`src/rtl/udpp_pkg.sv`:
```
// Package for the UDP header parser: codes, constants and the result record.
`timescale 1ns / 1ps
`default_nettype none

package udpp_pkg;

  // Parse phases
  localparam logic [1:0] PH_IDLE    = 2'd0;
  localparam logic [1:0] PH_HEADER  = 2'd1;
  localparam logic [1:0] PH_PAYLOAD = 2'd2;

  // Verdict codes
  localparam logic [2:0] V_ACCEPT    = 3'd0;
  localparam logic [2:0] V_BAD_LINK  = 3'd1;
  localparam logic [2:0] V_NOT_IPV4  = 3'd2;
  localparam logic [2:0] V_BAD_IHL   = 3'd3;
  localparam logic [2:0] V_NOT_UDP   = 3'd4;
  localparam logic [2:0] V_LEN_MISM  = 3'd5;
  localparam logic [2:0] V_TRUNCATED = 3'd6;

  // Result kinds
  localparam logic RK_VERDICT = 1'b0;
  localparam logic RK_PAYLOAD = 1'b1;

  // Link kinds
  localparam logic LK_LOOPBACK = 1'b0;
  localparam logic LK_ETHERNET = 1'b1;

  // Register addresses
  localparam logic [2:0] REG_LINK_KIND = 3'd0;

  localparam logic [15:0] ETH_HDR_LEN   = 16'd14;
  localparam logic [15:0] LOOP_HDR_LEN  = 16'd4;
  localparam logic [15:0] ETH_TYPE_POS  = 16'd12;
  localparam logic [15:0] ETH_TYPE_LAST = 16'd13;
  localparam logic [15:0] LOOP_LAST     = 16'd3;
  localparam logic [15:0] ETH_TYPE_IPV4 = 16'h0800;
  localparam logic [7:0]  LOOP_FAMILY   = 8'd2;
  localparam logic [3:0]  IPV4_VERSION  = 4'd4;
  localparam logic [5:0]  IP_HDR_MIN    = 6'd20;
  localparam logic [5:0]  IP_HDR_MAX    = 6'd60;
  localparam logic [15:0] IP_PROTO_POS  = 16'd9;
  localparam logic [7:0]  PROTO_UDP     = 8'd17;
  localparam logic [15:0] UDP_HDR_LEN   = 16'd8;
  localparam logic [15:0] UDP_LEN_HI    = 16'd4;
  localparam logic [15:0] UDP_LEN_LO    = 16'd5;
  localparam logic [15:0] UDP_HDR_LAST  = 16'd7;

  typedef struct packed {
    logic        kind;
    logic [2:0]  verdict;
    logic [15:0] plen;
    logic [7:0]  pbyte;
    logic        plast;
  } res_t;

endpackage

`default_nettype wire

```
`src/rtl/udp_packet_header_parser_top.sv`:
```
// Top level of the UDP header parser: byte-stream link, IPv4 and UDP header checks.
// An accepted byte is held in the input register, and its result in the result register.
// Throughput: one byte per cycle while the skid entry is free; each byte needs one compare or field capture against the
// parse state, done in the single stage between the input and result registers.
// A two-entry output buffer holds one extra result while the output stalls, keeping input flowing.
// Reset clears parse state and valid flags and sets link_kind to Ethernet II.
`timescale 1ns / 1ps
`default_nettype none

module udp_packet_header_parser_top (
  input  wire logic        clk_i,
  input  wire logic        rst_ni,
  input  wire logic        psel,
  input  wire logic        penable,
  input  wire logic        pwrite,
  input  wire logic [2:0]  paddr,
  input  wire logic [31:0] pwdata,
  output logic [31:0]      prdata,
  output logic             pready,
  input  wire logic        in_valid_i,
  output logic             in_stall_o,
  input  wire logic [7:0]  frame_byte_i,
  input  wire logic        frame_start_i,
  input  wire logic        frame_end_i,
  input  wire logic [15:0] captured_length_i,
  output logic             out_valid_o,
  input  wire logic        out_stall_i,
  output logic             result_kind_o,
  output logic [2:0]       verdict_o,
  output logic [15:0]      payload_length_o,
  output logic [7:0]       payload_byte_o,
  output logic             payload_last_o
);
  import udpp_pkg::*;

  // Configuration
  logic link_kind_q;
  logic cfg_wr;

  assign pready = 1'b1;
  assign cfg_wr = psel & penable & pwrite & pready & (paddr == REG_LINK_KIND);
  assign prdata = (paddr == REG_LINK_KIND) ? {31'd0, link_kind_q} : 32'd0;

  always_ff @(posedge clk_i or negedge rst_ni) begin
    if (!rst_ni) begin
      link_kind_q <= LK_ETHERNET;
    end else if (cfg_wr) begin
      link_kind_q <= pwdata[0];
    end
  end

  // Input register
  logic        in_valid_q;
  logic        in_valid_d;
  logic [7:0]  byte_q;
  logic        start_q;
  logic        end_q;
  logic [15:0] caplen_q;
  logic        in_acc;
  logic        proc;

  // Output buffer
  logic out_valid_q, out_valid_d;
  logic skid_valid_q, skid_valid_d;
  res_t main_q, main_d;
  res_t skid_q, skid_d;
  logic pop;
  logic has_res;
  res_t res;

  assign in_stall_o = in_valid_q & skid_valid_q;
  assign in_acc     = in_valid_i & ~in_stall_o;
  assign proc       = in_valid_q & ~skid_valid_q;
  assign pop        = out_valid_q & ~out_stall_i;
  assign in_valid_d = in_acc | (in_valid_q & ~proc);

  always_ff @(posedge clk_i or negedge rst_ni) begin
    if (!rst_ni) begin
      in_valid_q <= 1'b0;
    end else begin
      in_valid_q <= in_valid_d;
    end
  end

  always_ff @(posedge clk_i) begin
    if (in_acc) begin
      byte_q   <= frame_byte_i;
      start_q  <= frame_start_i;
      end_q    <= frame_end_i;
      caplen_q <= captured_length_i;
    end
  end

  // Parse state
  logic [1:0]  phase_q, phase_d;
  logic [15:0] pos_q, pos_d;
  logic [5:0]  ihl_q, ihl_d;
  logic [15:0] udp_q, udp_d;
  logic [15:0] flen_q, flen_d;
  logic [15:0] lword_q, lword_d;
  logic [15:0] prem_q, prem_d;

  always_comb begin
    logic [1:0]  ph;
    logic [15:0] pos;
    logic [15:0] flen;
    logic [15:0] link_len;
    logic [15:0] r;
    logic [15:0] u;
    logic [15:0] rest;
    logic [15:0] lw;
    logic [5:0]  hl;
    logic        closing;
    logic        decided;
    logic [2:0]  v;
    logic        last;

    // Frame start resets the parse state before the byte is looked at
    ph      = start_q ? PH_HEADER : phase_q;
    pos     = start_q ? 16'd0 : pos_q;
    flen    = start_q ? caplen_q : flen_q;
    ihl_d   = start_q ? 6'd0 : ihl_q;
    udp_d   = start_q ? 16'd0 : udp_q;
    lword_d = start_q ? 16'd0 : lword_q;
    prem_d  = start_q ? 16'd0 : prem_q;
    phase_d = ph;
    pos_d   = pos;
    flen_d  = flen;

    link_len = (link_kind_q == LK_ETHERNET) ? ETH_HDR_LEN : LOOP_HDR_LEN;
    r        = pos - link_len;
    u        = r - {10'd0, ihl_d};
    rest     = flen - pos - 16'd1;
    hl       = {byte_q[3:0], 2'b00};
    lw       = 16'd0;
    closing  = 1'b0;
    decided  = 1'b0;
    v        = V_TRUNCATED;
    last     = 1'b0;

    has_res = 1'b0;
    res     = '0;

    unique case (ph)
      PH_PAYLOAD: begin
        last        = (prem_d <= 16'd1) | end_q;
        has_res     = 1'b1;
        res.kind    = RK_PAYLOAD;
        res.pbyte   = byte_q;
        res.plast   = last;
        if (last) begin
          prem_d  = 16'd0;
          phase_d = PH_IDLE;
        end else begin
          prem_d = prem_d - 16'd1;
        end
      end
      PH_HEADER: begin
        if (pos >= flen) begin
          decided = 1'b1;
          v       = V_TRUNCATED;
        end else begin
          closing = end_q | ({1'b0, pos} + 17'd1 >= {1'b0, flen});
          pos_d   = pos + 16'd1;
          if (pos < link_len) begin
            if (link_kind_q == LK_ETHERNET) begin
              lw = {lword_d[7:0], byte_q};
              if (pos >= ETH_TYPE_POS) begin
                lword_d = lw;
              end
              if (pos == ETH_TYPE_LAST) begin
                decided = (lw != ETH_TYPE_IPV4);
                v       = V_BAD_LINK;
              end
            end else begin
              lw      = lword_d | {8'd0, (pos == 16'd0) ? (byte_q ^ LOOP_FAMILY) : byte_q};
              lword_d = lw;
              if (pos == LOOP_LAST) begin
                decided = (lw != 16'd0);
                v       = V_BAD_LINK;
              end
            end
          end else if (r == 16'd0) begin
            if (byte_q[7:4] != IPV4_VERSION) begin
              decided = 1'b1;
              v       = V_NOT_IPV4;
            end else if (hl < IP_HDR_MIN || hl > IP_HDR_MAX) begin
              decided = 1'b1;
              v       = V_BAD_IHL;
            end else begin
              ihl_d = hl;
            end
          end else if (r == IP_PROTO_POS) begin
            decided = (byte_q != PROTO_UDP);
            v       = V_NOT_UDP;
          end else if (r >= {10'd0, ihl_d}) begin
            if (u == UDP_LEN_HI) begin
              udp_d = {byte_q, 8'd0};
            end else if (u == UDP_LEN_LO) begin
              udp_d = {udp_d[15:8], byte_q};
            end else if (u == UDP_HDR_LAST) begin
              decided = 1'b1;
              if (udp_d >= UDP_HDR_LEN && (udp_d - UDP_HDR_LEN) == rest) begin
                prem_d = rest;
                v      = V_ACCEPT;
              end else begin
                v = V_LEN_MISM;
              end
            end
          end
          if (!decided) begin
            decided = closing;
            v       = V_TRUNCATED;
          end else if (v == V_ACCEPT && prem_d != 16'd0 && end_q) begin
            v = V_TRUNCATED;
          end
        end
        if (decided) begin
          has_res     = 1'b1;
          res.kind    = RK_VERDICT;
          res.verdict = v;
          if (v == V_ACCEPT && prem_d != 16'd0) begin
            res.plen = prem_d;
            phase_d  = PH_PAYLOAD;
          end else begin
            prem_d  = 16'd0;
            phase_d = PH_IDLE;
          end
        end
      end
      default: begin
        // idle or unused code: drop stray bytes
        phase_d = ph;
      end
    endcase
  end

  always_ff @(posedge clk_i or negedge rst_ni) begin
    if (!rst_ni) begin
      phase_q <= PH_IDLE;
      pos_q   <= 16'd0;
      ihl_q   <= 6'd0;
      udp_q   <= 16'd0;
      flen_q  <= 16'd0;
      lword_q <= 16'd0;
      prem_q  <= 16'd0;
    end else if (proc) begin
      phase_q <= phase_d;
      pos_q   <= pos_d;
      ihl_q   <= ihl_d;
      udp_q   <= udp_d;
      flen_q  <= flen_d;
      lword_q <= lword_d;
      prem_q  <= prem_d;
    end
  end

  // Output buffer: main register plus one skid entry
  always_comb begin
    out_valid_d  = out_valid_q;
    skid_valid_d = skid_valid_q;
    main_d       = main_q;
    skid_d       = skid_q;
    if (skid_valid_q) begin
      if (pop) begin
        main_d       = skid_q;
        skid_valid_d = 1'b0;
      end
    end else if (proc && has_res) begin
      if (out_valid_q && !pop) begin
        skid_d       = res;
        skid_valid_d = 1'b1;
      end else begin
        main_d      = res;
        out_valid_d = 1'b1;
      end
    end else if (pop) begin
      out_valid_d = 1'b0;
    end
  end

  always_ff @(posedge clk_i or negedge rst_ni) begin
    if (!rst_ni) begin
      out_valid_q  <= 1'b0;
      skid_valid_q <= 1'b0;
    end else begin
      out_valid_q  <= out_valid_d;
      skid_valid_q <= skid_valid_d;
    end
  end

  always_ff @(posedge clk_i) begin
    main_q <= main_d;
    skid_q <= skid_d;
  end

  assign out_valid_o      = out_valid_q;
  assign result_kind_o    = main_q.kind;
  assign verdict_o        = main_q.verdict;
  assign payload_length_o = main_q.plen;
  assign payload_byte_o   = main_q.pbyte;
  assign payload_last_o   = main_q.plast;

endmodule

`default_nettype wire

```
`config.mk`:
```
export PLATFORM = sky130hd
export DESIGN_NAME = udp_packet_header_parser_top
export DESIGN_NICKNAME = d
export VERILOG_FILES = /design/src/rtl/udpp_pkg.sv /design/src/rtl/udp_packet_header_parser_top.sv
export SDC_FILE = /design/constraint.sdc
export NUM_CORES = 1
export LEC_CHECK = 0
export BUFFER_PORTS_ARGS = -buffer_cell sky130_fd_sc_hd__clkbuf_2
export CAP_MARGIN = 5
export CORE_MARGIN = 4
export CORE_UTILIZATION = 45
export CTS_CLUSTER_DIAMETER = 40
export CTS_CLUSTER_SIZE = 8
export DETAILED_ROUTE_END_ITERATION = 6
export GPL_ROUTABILITY_DRIVEN = 1
export GPL_TIMING_DRIVEN = 0
export SLEW_MARGIN = 20
export SYNTH_ARGS = -nofsm -noshare
export SYNTH_HDL_FRONTEND = slang
export SYNTH_SLANG_ARGS = --single-unit
```
`constraint.sdc`:
```
create_clock -name clk_i -period 13.45 [get_ports clk_i]
set_clock_uncertainty 0.15 [all_clocks]
set_input_delay 2.69 -clock clk_i [delete_from_list [all_inputs] [get_ports clk_i]]
set_output_delay 2.69 -clock clk_i [all_outputs]
set_load 0.03 [all_outputs]
```
======== Word level (Yosys, flattened, before mapping) ========
Cells that the tools add are included.
word-level totals
  word-level logic and storage cells ...... 199
  output and inout port bits .............. 64
  input port bits ......................... 68
  flip-flop bits (word level) ............. 176
operators by class
  multiplexer cells ....................... 104
  $lt $le $gt $ge ......................... 9
  reductions and logical operators ........ 21
  equal/unequal tests ..................... 15
  add/sub/neg operators ................... 8
  bitwise gates (word level) .............. 17
operator list
  cell                                                      count
  two-way mux 16 bit                                        34
  two-way mux 29 bit                                        4
  two-way mux 3 bit                                         19
  == test 16 x 3 -> 1 bit (second input constant)           3
  nonzero test 16 bit                                       3
  two-way mux 6 bit                                         7
  two-way mux 19 bit                                        2
  == test 16 x 4 -> 1 bit (second input constant)           2
  >= comparator 16 x 4 -> 1 bit (second input constant)     2
  logical NOT 16 bit                                        2
  one-hot mux 16 bit (2 select lines)                       1
  subtractor 16 x 1 -> 16 bit (second input constant)       2
  two-way mux 1 bit                                         26
  adder 16 x 1 -> 17 bit (second input constant)            1
  >= comparator 17 x 16 -> 1 bit                            1
  adder 16 x 1 -> 16 bit (second input constant)            1
  == test 16 bit                                            1
  == test 16 x 2 -> 1 bit (second input constant)           1
  >= comparator 16 bit                                      1
  >= comparator 16 x 6 -> 1 bit                             1
  <= comparator 16 x 1 -> 1 bit (second input constant)     1
  less-than comparator 16 x 4 -> 1 bit                      1
  inequality test 16 x 12 -> 1 bit (second input constant)  1
  bitwise OR 16 x 8 -> 16 bit                               1
  27 further kinds                                          56

======== Depth between registers and ports, before layout ========
Gate-level depths: netlist of the first run.
  depth in word-level cells ............... 30
  gate-level depth with buffers ........... 30

======== Least setup slack after synthesis of the first run ========
Ideal clock, no wire load.
  kind .................................... register to register
  start point ............................. register start_q
  end point ............................... register main_q, in the netlist payload_byte_o[0] (enable)
  buffers on the path ..................... 9
  arrival time ............................ 8.391 ns
  library setup time ...................... 0.460 ns
  cell stages (with the launch flop) ...... 27
  path slack .............................. 4.450 ns
  period minus slack after synthesis ...... 9.000 ns
  required time ........................... 12.840 ns
  cell sequence ........................... edfxtp_1 > buf_2 > buf_2 > buf_4 > buf_2 > buf_2 > buf_1 > clkbuf_1 > clkbuf_1 > clkbuf_1 > nor2b_1 > ha_1 > maj3_1 > o21bai_1 > nand2_1 > ha_1 > a21oi_1 > o21ai_0 > or4_1 > a21o_1 > a2111oi_2 > o211ai_1 > o21a_1 > nor4b_2 > nand2b_4 > a21o_1 > a21boi_0
on the way
  word-level cells in the longest chain between the ends .. 21
  elaborated cells on any way between the ends .. 47
  classes of those cells .................. add/sub: 3; order compare: 4; eq/ne: 9; mux: 23; bitwise: 2; reduce/logical: 6
ends and longest elaborated chain
  what                                      line                                 text
  start: declaration                        udp_packet_header_parser_top.sv:56   logic start_q;
  start signal: assignment                  udp_packet_header_parser_top.sv:88   start_q <= frame_start_i;
  two-way mux 16 bit                        udp_packet_header_parser_top.sv:120  pos = start_q ? 16'd0 : pos_q;
  subtractor 16 x 4 -> 16 bit               udp_packet_header_parser_top.sv:131  r = pos - link_len;
  subtractor 16 x 6 -> 16 bit               udp_packet_header_parser_top.sv:132  u = r - {10'd0, ihl_d};
  == test 16 x 3 -> 1 bit                   udp_packet_header_parser_top.sv:201  end else if (u == UDP_HDR_LAST) begin
  two-way mux 1 bit                         udp_packet_header_parser_top.sv:201
  two-way mux 1 bit                         udp_packet_header_parser_top.sv:199  end else if (u == UDP_LEN_LO) begin
  two-way mux 1 bit                         udp_packet_header_parser_top.sv:197  if (u == UDP_LEN_HI) begin
  two-way mux 1 bit                         udp_packet_header_parser_top.sv:196  end else if (r >= {10'd0, ihl_d}) begin
  (+5 left out)                             n/a
  two-way mux 1 bit                         udp_packet_header_parser_top.sv:211  if (!decided) begin
  two-way mux 1 bit                         udp_packet_header_parser_top.sv:159  if (pos >= flen) begin
  two-way mux 1 bit                         udp_packet_header_parser_top.sv:144  unique case (ph)
  two-way mux 1 bit                         udp_packet_header_parser_top.sv:218  if (decided) begin
  one-hot mux 1 bit (2 select lines) (*)    udp_packet_header_parser_top.sv:144
  logical AND 1 bit (*)                     udp_packet_header_parser_top.sv:269  end else if (proc && has_res) begin
  nonzero test 2 bit (no source line) (*)   n/a
  AND reduction 3 bit (no source line) (*)  n/a
  end signal: assignment                    udp_packet_header_parser_top.sv:293  main_q <= main_d;
  end: declaration                          udp_packet_header_parser_top.sv:65   res_t main_q, main_d;
Every way passes the cells marked *; elsewhere a longest branch is shown, timed or not. The select of a mux whose other input is x is not followed.
A chain may end at the register's enable or synchronous reset.

==> reports/qor.yml, run 1 <==
critical_path:
  start_kind: "register"
  cpMostUsedCell: "buf_2"
  slowest_delay_ns: 0.90
  required_ns: 13.60
  criticalPathCategory: "register to register"
  critical_path.max_fanout: 10
  end_kind: "register"
  worst_ep_arrival_time_ns: 12.14
  slowest_stage: "a221oi_1"
power:
  ir_drop_mv: 0.0988
  p_clk_share_pct: 22.4
  switching_share_pct: 45.6
  p_leak_nw: 5.89
  combPwrFrac_pct: 47.1
  p_int_mw: 1.30
  seq_power_share_pct: 30.5
  p_total_mw: 2.38
  switchingPower_mw: 1.09
  power-per-cell-area_nw_per_um2: 162
detailed_routing:
  wl_um: 42700
  drc_errors: 0
  drtIter0Drc: 1281
  wire_per_inst_um: 22.2
  detail-route-antenna-nets: 0
  vias: 11700
  first_pass_iters: 6
  viasPerCell: 6.06
cells_and_area:
  drive_gt1_share_pct: 14.8
  syn_to_final_growth_pct: 13.1
  fin_util_pct: 52.3
  final_net_count: 1653
  final_cells: 1923
run:
  maxCapViolations: 0
synthesis:
  syn_inst: 1410
  synth_common_cells: "123 x nand2_1, 110 x nor2_1, 91 x dfrtp_1"
  synth_top_area_share_pct: 19.4
  synth.distinct_cells: 99
  synth_xor_area_share_pct: 4.26
  synth_enable_flop_cells: 84
  synth_fa_ha_area_share_pct: 5.55
  ys_seq_area_share_pct: 37.2
  ys_ff_latch: 176
  synth_area_leader_cell: "edfxtp_1"
  syn_area_um2: 13000
  synth-compound-area-share_pct: 22.8
  avgSynthCellArea_um2: 9.21
  async_flop_share_pct: 52.3
  synth_top_family_by_area: "compound AO/OA/AOI/OAI gates"
  ys_warn_count: 0
  synth_most_common_cell: "nand2_1"
  synth-simple-area-share_pct: 20.2
  synth_ff_type: "dfrtp_1"
  synthMuxAreaShare_pct: 4.20
  yosys-top-cells-area: "edfxtp_1 19%, dfrtp_1 18%, ha_1 5.0%"
placed_design:
  placedCellCount: 1890
  portBuffers: 68
  dp_hpwl_um: 32200
  place.gp.congestion: 0.995
sta:
  slew_headroom_pct: 21.0
  worstMarginPinSlew_ns: 1.16
  fin_crit_sh_pct: 89.2
  timing.hold.ws_ns: 0.357
  max_freq_mhz: 83.4
  setup_tns_ns: 0
  maxSlewViolCount: 0
  timing_hold_violations_final: 0
  fin_crit_ns: 11.99
  finalSetupViolCount: 0
  rsz0062_at_grt: "false"
grt:
  grt-ovfl-total: 0
  groute.usage.overall_pct: 26.8
  grt_pass1_vias: 11100
  grt_pass1_wl_um: 65200
  antenna_found_initial: 1
  grt_max_degree: 48
clock_network:
  clkTransAtPathRegs_ns: 0.09
  cts_resized: 0
  insertion_delay_ns: 0.45
  cts_htree_levels: 4
  postCtsSetupBuffers: 0
  cts_tree: "built"
  hold_buffers: 0
  cts_sinks: 176
  cts_buffer_depth: 2
  cts_made_buffers: 17
  cts-root-buf: "clkbuf_16"
worst_hold_path:
  min_path_type: "register to register"
floorplan:
  rows: 61
  start_util_pct: 46.2
  dieArea_um2: 31600
  pin_count: 132
  fp.dieH_um: 178
  coreArea_um2: 28100
  die_x_um: 178
run_status:
  status: "completed"
-- power by group through the flow --
stage,clock [mW],combinational [mW],sequential [mW]
5_1_grt,0.563,1.22,0.739
3_3_place_gp,0,1.08,0.742
6_report,0.534,1.12,0.728
4_1_cts,0.539,1.10,0.727
3_5_place_dp,0,1.10,0.738
2_1_floorplan,0,0.709,0.778
-- cells in the final DEF (no fill, tap or decap), types with 18 or more instances in the layout --
| cell type | n |
|---|---|
| buf_4 | 33 |
| clkbuf_1 | 52 |
| edfxtp_1 | 84 |
| conb_1 | 32 |
| inv_1 | 56 |
| nand2_1 | 123 |
| a21oi_1 | 69 |
| a22o_1 | 30 |
| a21o_1 | 18 |
| mux2_2 | 28 |
| o211ai_1 | 20 |
| nand2b_1 | 25 |
| and2_1 | 20 |
| nand3_1 | 26 |
| xnor2_1 | 38 |
| ha_1 | 52 |
| clkbuf_2 | 69 |
| nor3_1 | 44 |
| o21a_1 | 24 |
| nor2_1 | 109 |
| nor4_1 | 24 |
| a31oi_1 | 24 |
| xor2_1 | 20 |
| o21ai_0 | 67 |
| nor2b_1 | 33 |
| dfrtp_1 | 91 |
| mux2i_1 | 23 |
-- area by class of cell --
| class | count | area [um^2] |
|---|---|---|
| fill | 2683 | 13400 |
| multi-input combinational | 1104 | 7560 |
| sequential | 176 | 4830 |
| buffer | 102 | 534 |
| tap | 378 | 473 |
| timing repair buffer | 72 | 452 |
| clock buffer | 17 | 425 |
| inverter | 58 | 218 |
| clock inverter | 15 | 204 |
| antenna | 1 | 2.50 |
-- kinds of logic (layout without fill, tap and decap cells) --
group	after synthesis	count (layout)
xor+xnor	60	60
flops	176	176
fa+ha+maj	57	57
mux	51	51
other cells	2	33
buf+inv	160	264
compound gates	401	401
simple gates	503	503
-- routing by layer --
metal / wire length [um] / GRT usage (%) / up-vias
li1: - / - / 5415
met1: 18500 / 36.7 / 5623
met2: 19600 / 42.7 / 501
met3: 2940 / 4.32 / 114
met4: 1540 / 10.4 / 2
met5: 13 / 0 / -
-- critical path, delay by kind of cell, from the launching register on --
| kind | cells | cell delay, ns |
|---|---|---|
| AO/OA/AOI/OAI | 6 | 2.62 |
| adder cells (fa/ha/maj) | 1 | 0.22 |
| buffers and inverters | 12 | 5.94 |
| flip-flops | 1 | 0.34 |
| multiplexers | 1 | 0.46 |
| AND/OR/NAND/NOR | 7 | 2.04 |
-- worst paths after layout --
check	slack, ns	endpoint	cells after the start	startpoint
worst min-delay path	0.36	flen_q[11]	1	flen_q[11]
max in group asynchronous	10.49	prem_q[14]	2	rst_ni
min in group asynchronous	2.04	ihl_q[2]	1	rst_ni
worst max-delay path	1.46	skid_q[16]	27	start_q
worst max register to register	1.46	skid_q[16]	27	start_q
worst min register to register	0.36	flen_q[11]	1	flen_q[11]
-- metrics by stage --
stage	setup WS [ns]	instance area, um^2
floorplan	4.45	13100
global placement	0.174	13900
detailed placement	1.93	14100
CTS	1.84	14700
global route	1.00	14700
finish	1.46	14700
-- flip-flops by register name (all words and copies together) (netlist names), 6 cells and up --
name              count
byte_q                8
caplen_q             16
flen_q               16
ihl_q                 6
lword_q              16
payload_byte_o        8
payload_length_o     16
pos_q                16
prem_q               16
skid_q               29
udp_q                16
Note: power is estimated with default switching activity, not from simulation.
==> inputs of run 2 (changes only) <==
Settings changed: CORE_UTILIZATION 45 to 52, PLACE_DENSITY set to 0.72.
==> run 2 against run 1 <==
- clock power hardly changed
- global-route usage is 2.1 points higher
- count of clock-buffer cells in the layout stayed put
- critical path type unchanged
- largest cell class unchanged
==> reports/qor.yml, run 2 (same netlist as run 1, synthesis figures left out) <==
run_status:
  status: "completed"
detailed_routing:
  viasPerCell: 6.38  # +5.3%
  vias: 11900  # +2.4%
  detail-route-antenna-nets: 0  # unchanged
  first_pass_iters: 6  # unchanged
  wl_um: 40700  # -4.7%
  drtIter0Drc: 1420  # +11%
  wire_per_inst_um: 21.8  # -1.9%
  drc_errors: 0  # unchanged
critical_path:
  critical_path.max_fanout: 10  # unchanged
  required_ns: 13.59  # about the same
  end_kind: "register"
  worst_ep_arrival_time_ns: 12.09  # -0.05 ns
  criticalPathCategory: "register to register"
  start_kind: "register"
  slowest_stage: "clkbuf_1"
  slowest_delay_ns: 0.84  # -0.06 ns
grt:
  antenna_found_initial: 0  # -1
  grt-ovfl-total: 0  # unchanged
  grt_max_degree: 59  # +23%
  grt_pass1_vias: 11400  # +2.7%
  grt_pass1_wl_um: 63800  # -2.1%
  groute.usage.overall_pct: 28.9  # +2.1 points
sta:
  worstMarginPinSlew_ns: 1.06  # -0.0937 ns
  fin_crit_ns: 11.95  # -0.0431 ns
  finalSetupViolCount: 0  # unchanged
  slew_headroom_pct: 27.4  # +6.4 points
  maxSlewViolCount: 0  # unchanged
  layout_setup_ws_ns: 1.50  # +0.0431 ns
  max_freq_mhz: 83.7  # +0.36%
  fin_crit_sh_pct: 88.9  # -0.32 points
  timing_hold_violations_final: 0  # unchanged
  rsz0062_at_grt: "false"
  setup_tns_ns: 0  # unchanged
clock_network:
  cts_made_buffers: 17  # unchanged
  cts_htree_levels: 4  # unchanged
  cts_buffer_depth: 2  # unchanged
  insertion_delay_ns: 0.46  # about the same
  postCtsSetupBuffers: 0  # unchanged
  clkTransAtPathRegs_ns: 0.09  # about the same
  cts-root-buf: "clkbuf_16"
  cts_resized: 0  # unchanged
  cts_tree: "built"
  hold_buffers: 0  # unchanged
  cts_sinks: 176  # unchanged
worst_hold_path:
  min_path_type: "register to register"
cells_and_area:
  final_area_um2: 14600  # -0.49%
  drive_gt1_share_pct: 14.8  # unchanged
  layout_common_cells: "123 x nand2_1, 109 x nor2_1, 91 x dfrtp_1"
  multiInputGateArea_um2: 7560  # unchanged
  largest_register_ffs: 29  # unchanged
  regArea_um2: 4830  # unchanged
  num-fill-cells: 2147  # -20%
  final_net_count: 1653  # unchanged
  layout_commonest_cell: "nand2_1"
  syn_to_final_growth_pct: 12.6
  largest-register: "skid_q"
floorplan:
  fp.dieH_um: 166  # -6.7%
  die_x_um: 166  # -6.7%
  dieArea_um2: 27600  # -13%
  start_util_pct: 53.1  # +6.9 points
  pin_count: 132  # unchanged
  rows: 57  # -6.6%
  coreArea_um2: 24500  # -13%
placed_design:
  dp_hpwl_um: 30700  # -4.6%
  detailedPlace.worstSlack_ns: 1.79  # -0.137 ns
  place.gp.congestion: 0.985  # -1.1%
  placed_area_um2: 14000  # -0.50%
  portBuffers: 68  # unchanged
run:
  maxCapViolations: 0  # unchanged
power:
  p_leak_nw: 5.89  # about the same
  power-per-cell-area_nw_per_um2: 163  # +0.26%
  p_total_mw: 2.38  # -0.24%
  ir_drop_mv: 0.105  # +6.5%
-- run 2: changes by cell type in the layout (fill, tap and decap cells not counted) --
| cell | change |
|---|---|
| inv_12 | -1 |
| inv_8 | +1 |
-- run 2: power breakdown --
part	switching, mW	leakage [nW]	total, mW	internal [mW]
Sequential	0.0608	2.04	0.726	0.665
Combinational	0.748	3.55	1.12	0.374
Clock	0.275	0.301	0.531	0.257
Total	1.08	5.89	2.38	1.30
-- run 2: worst paths after layout --
| kind | startpoint | cells past startpoint | slack, ns | to |
|---|---|---|---|---|
| max | start_q | 27 | 1.50 | payload_length_o[11] |
| min | ihl_q[0] | 1 | 0.35 | ihl_q[0] |
| max reg2reg | start_q | 27 | 1.50 | payload_length_o[11] |
| min reg2reg | ihl_q[0] | 1 | 0.35 | ihl_q[0] |
| max in group asynchronous | rst_ni | 2 | 10.52 | prem_q[9] |
| min in group asynchronous | rst_ni | 1 | 1.98 | ihl_q[1] |
-- run 2: layer usage --
metal | up-vias | global-route usage (%) | part of all wire [%]
li1 | 5427 | - | -
met2 | 707 | 46.1 | 46
met4 | 0 | 14.3 | 5.2
met3 | 167 | 5.93 | 9.0
met1 | 5630 | 37.6 | 40
met5 | - | 0 | 0
-- run 2: layout make-up --
class | instances | area share, %
clock buffer | 17 | 2.91
multi-input combinational | 1104 | 51.7
antenna | 1 | 0.0171
timing repair buffer | 72 | 3.09
inverter | 58 | 1.49
sequential | 176 | 33.0
buffer | 102 | 3.65
tap | 324 | 2.77
clock inverter | 15 | 1.36
-- run 2: stage by stage --
stage,instances,util (%),hold slack (ns)
3_5_place_dp,1836,57.2,0.342
2_1_floorplan,1440,-,0.306
6_report,1869,59.8,0.350
3_3_place_gp,1832,56.6,0.332
5_1_grt,1868,59.7,0.377
4_1_cts,1868,59.7,0.361
-- run 2: critical path: cells and delay by family, from the launching register on --
family                   cells  cell delay, ns
buffers and inverters       12            5.85
AO/OA/AOI/OAI                7            3.09
AND/OR/NAND/NOR              4            1.22
multiplexers                 3            0.85
flip-flops                   1            0.35
adder cells (fa/ha/maj)      1            0.23
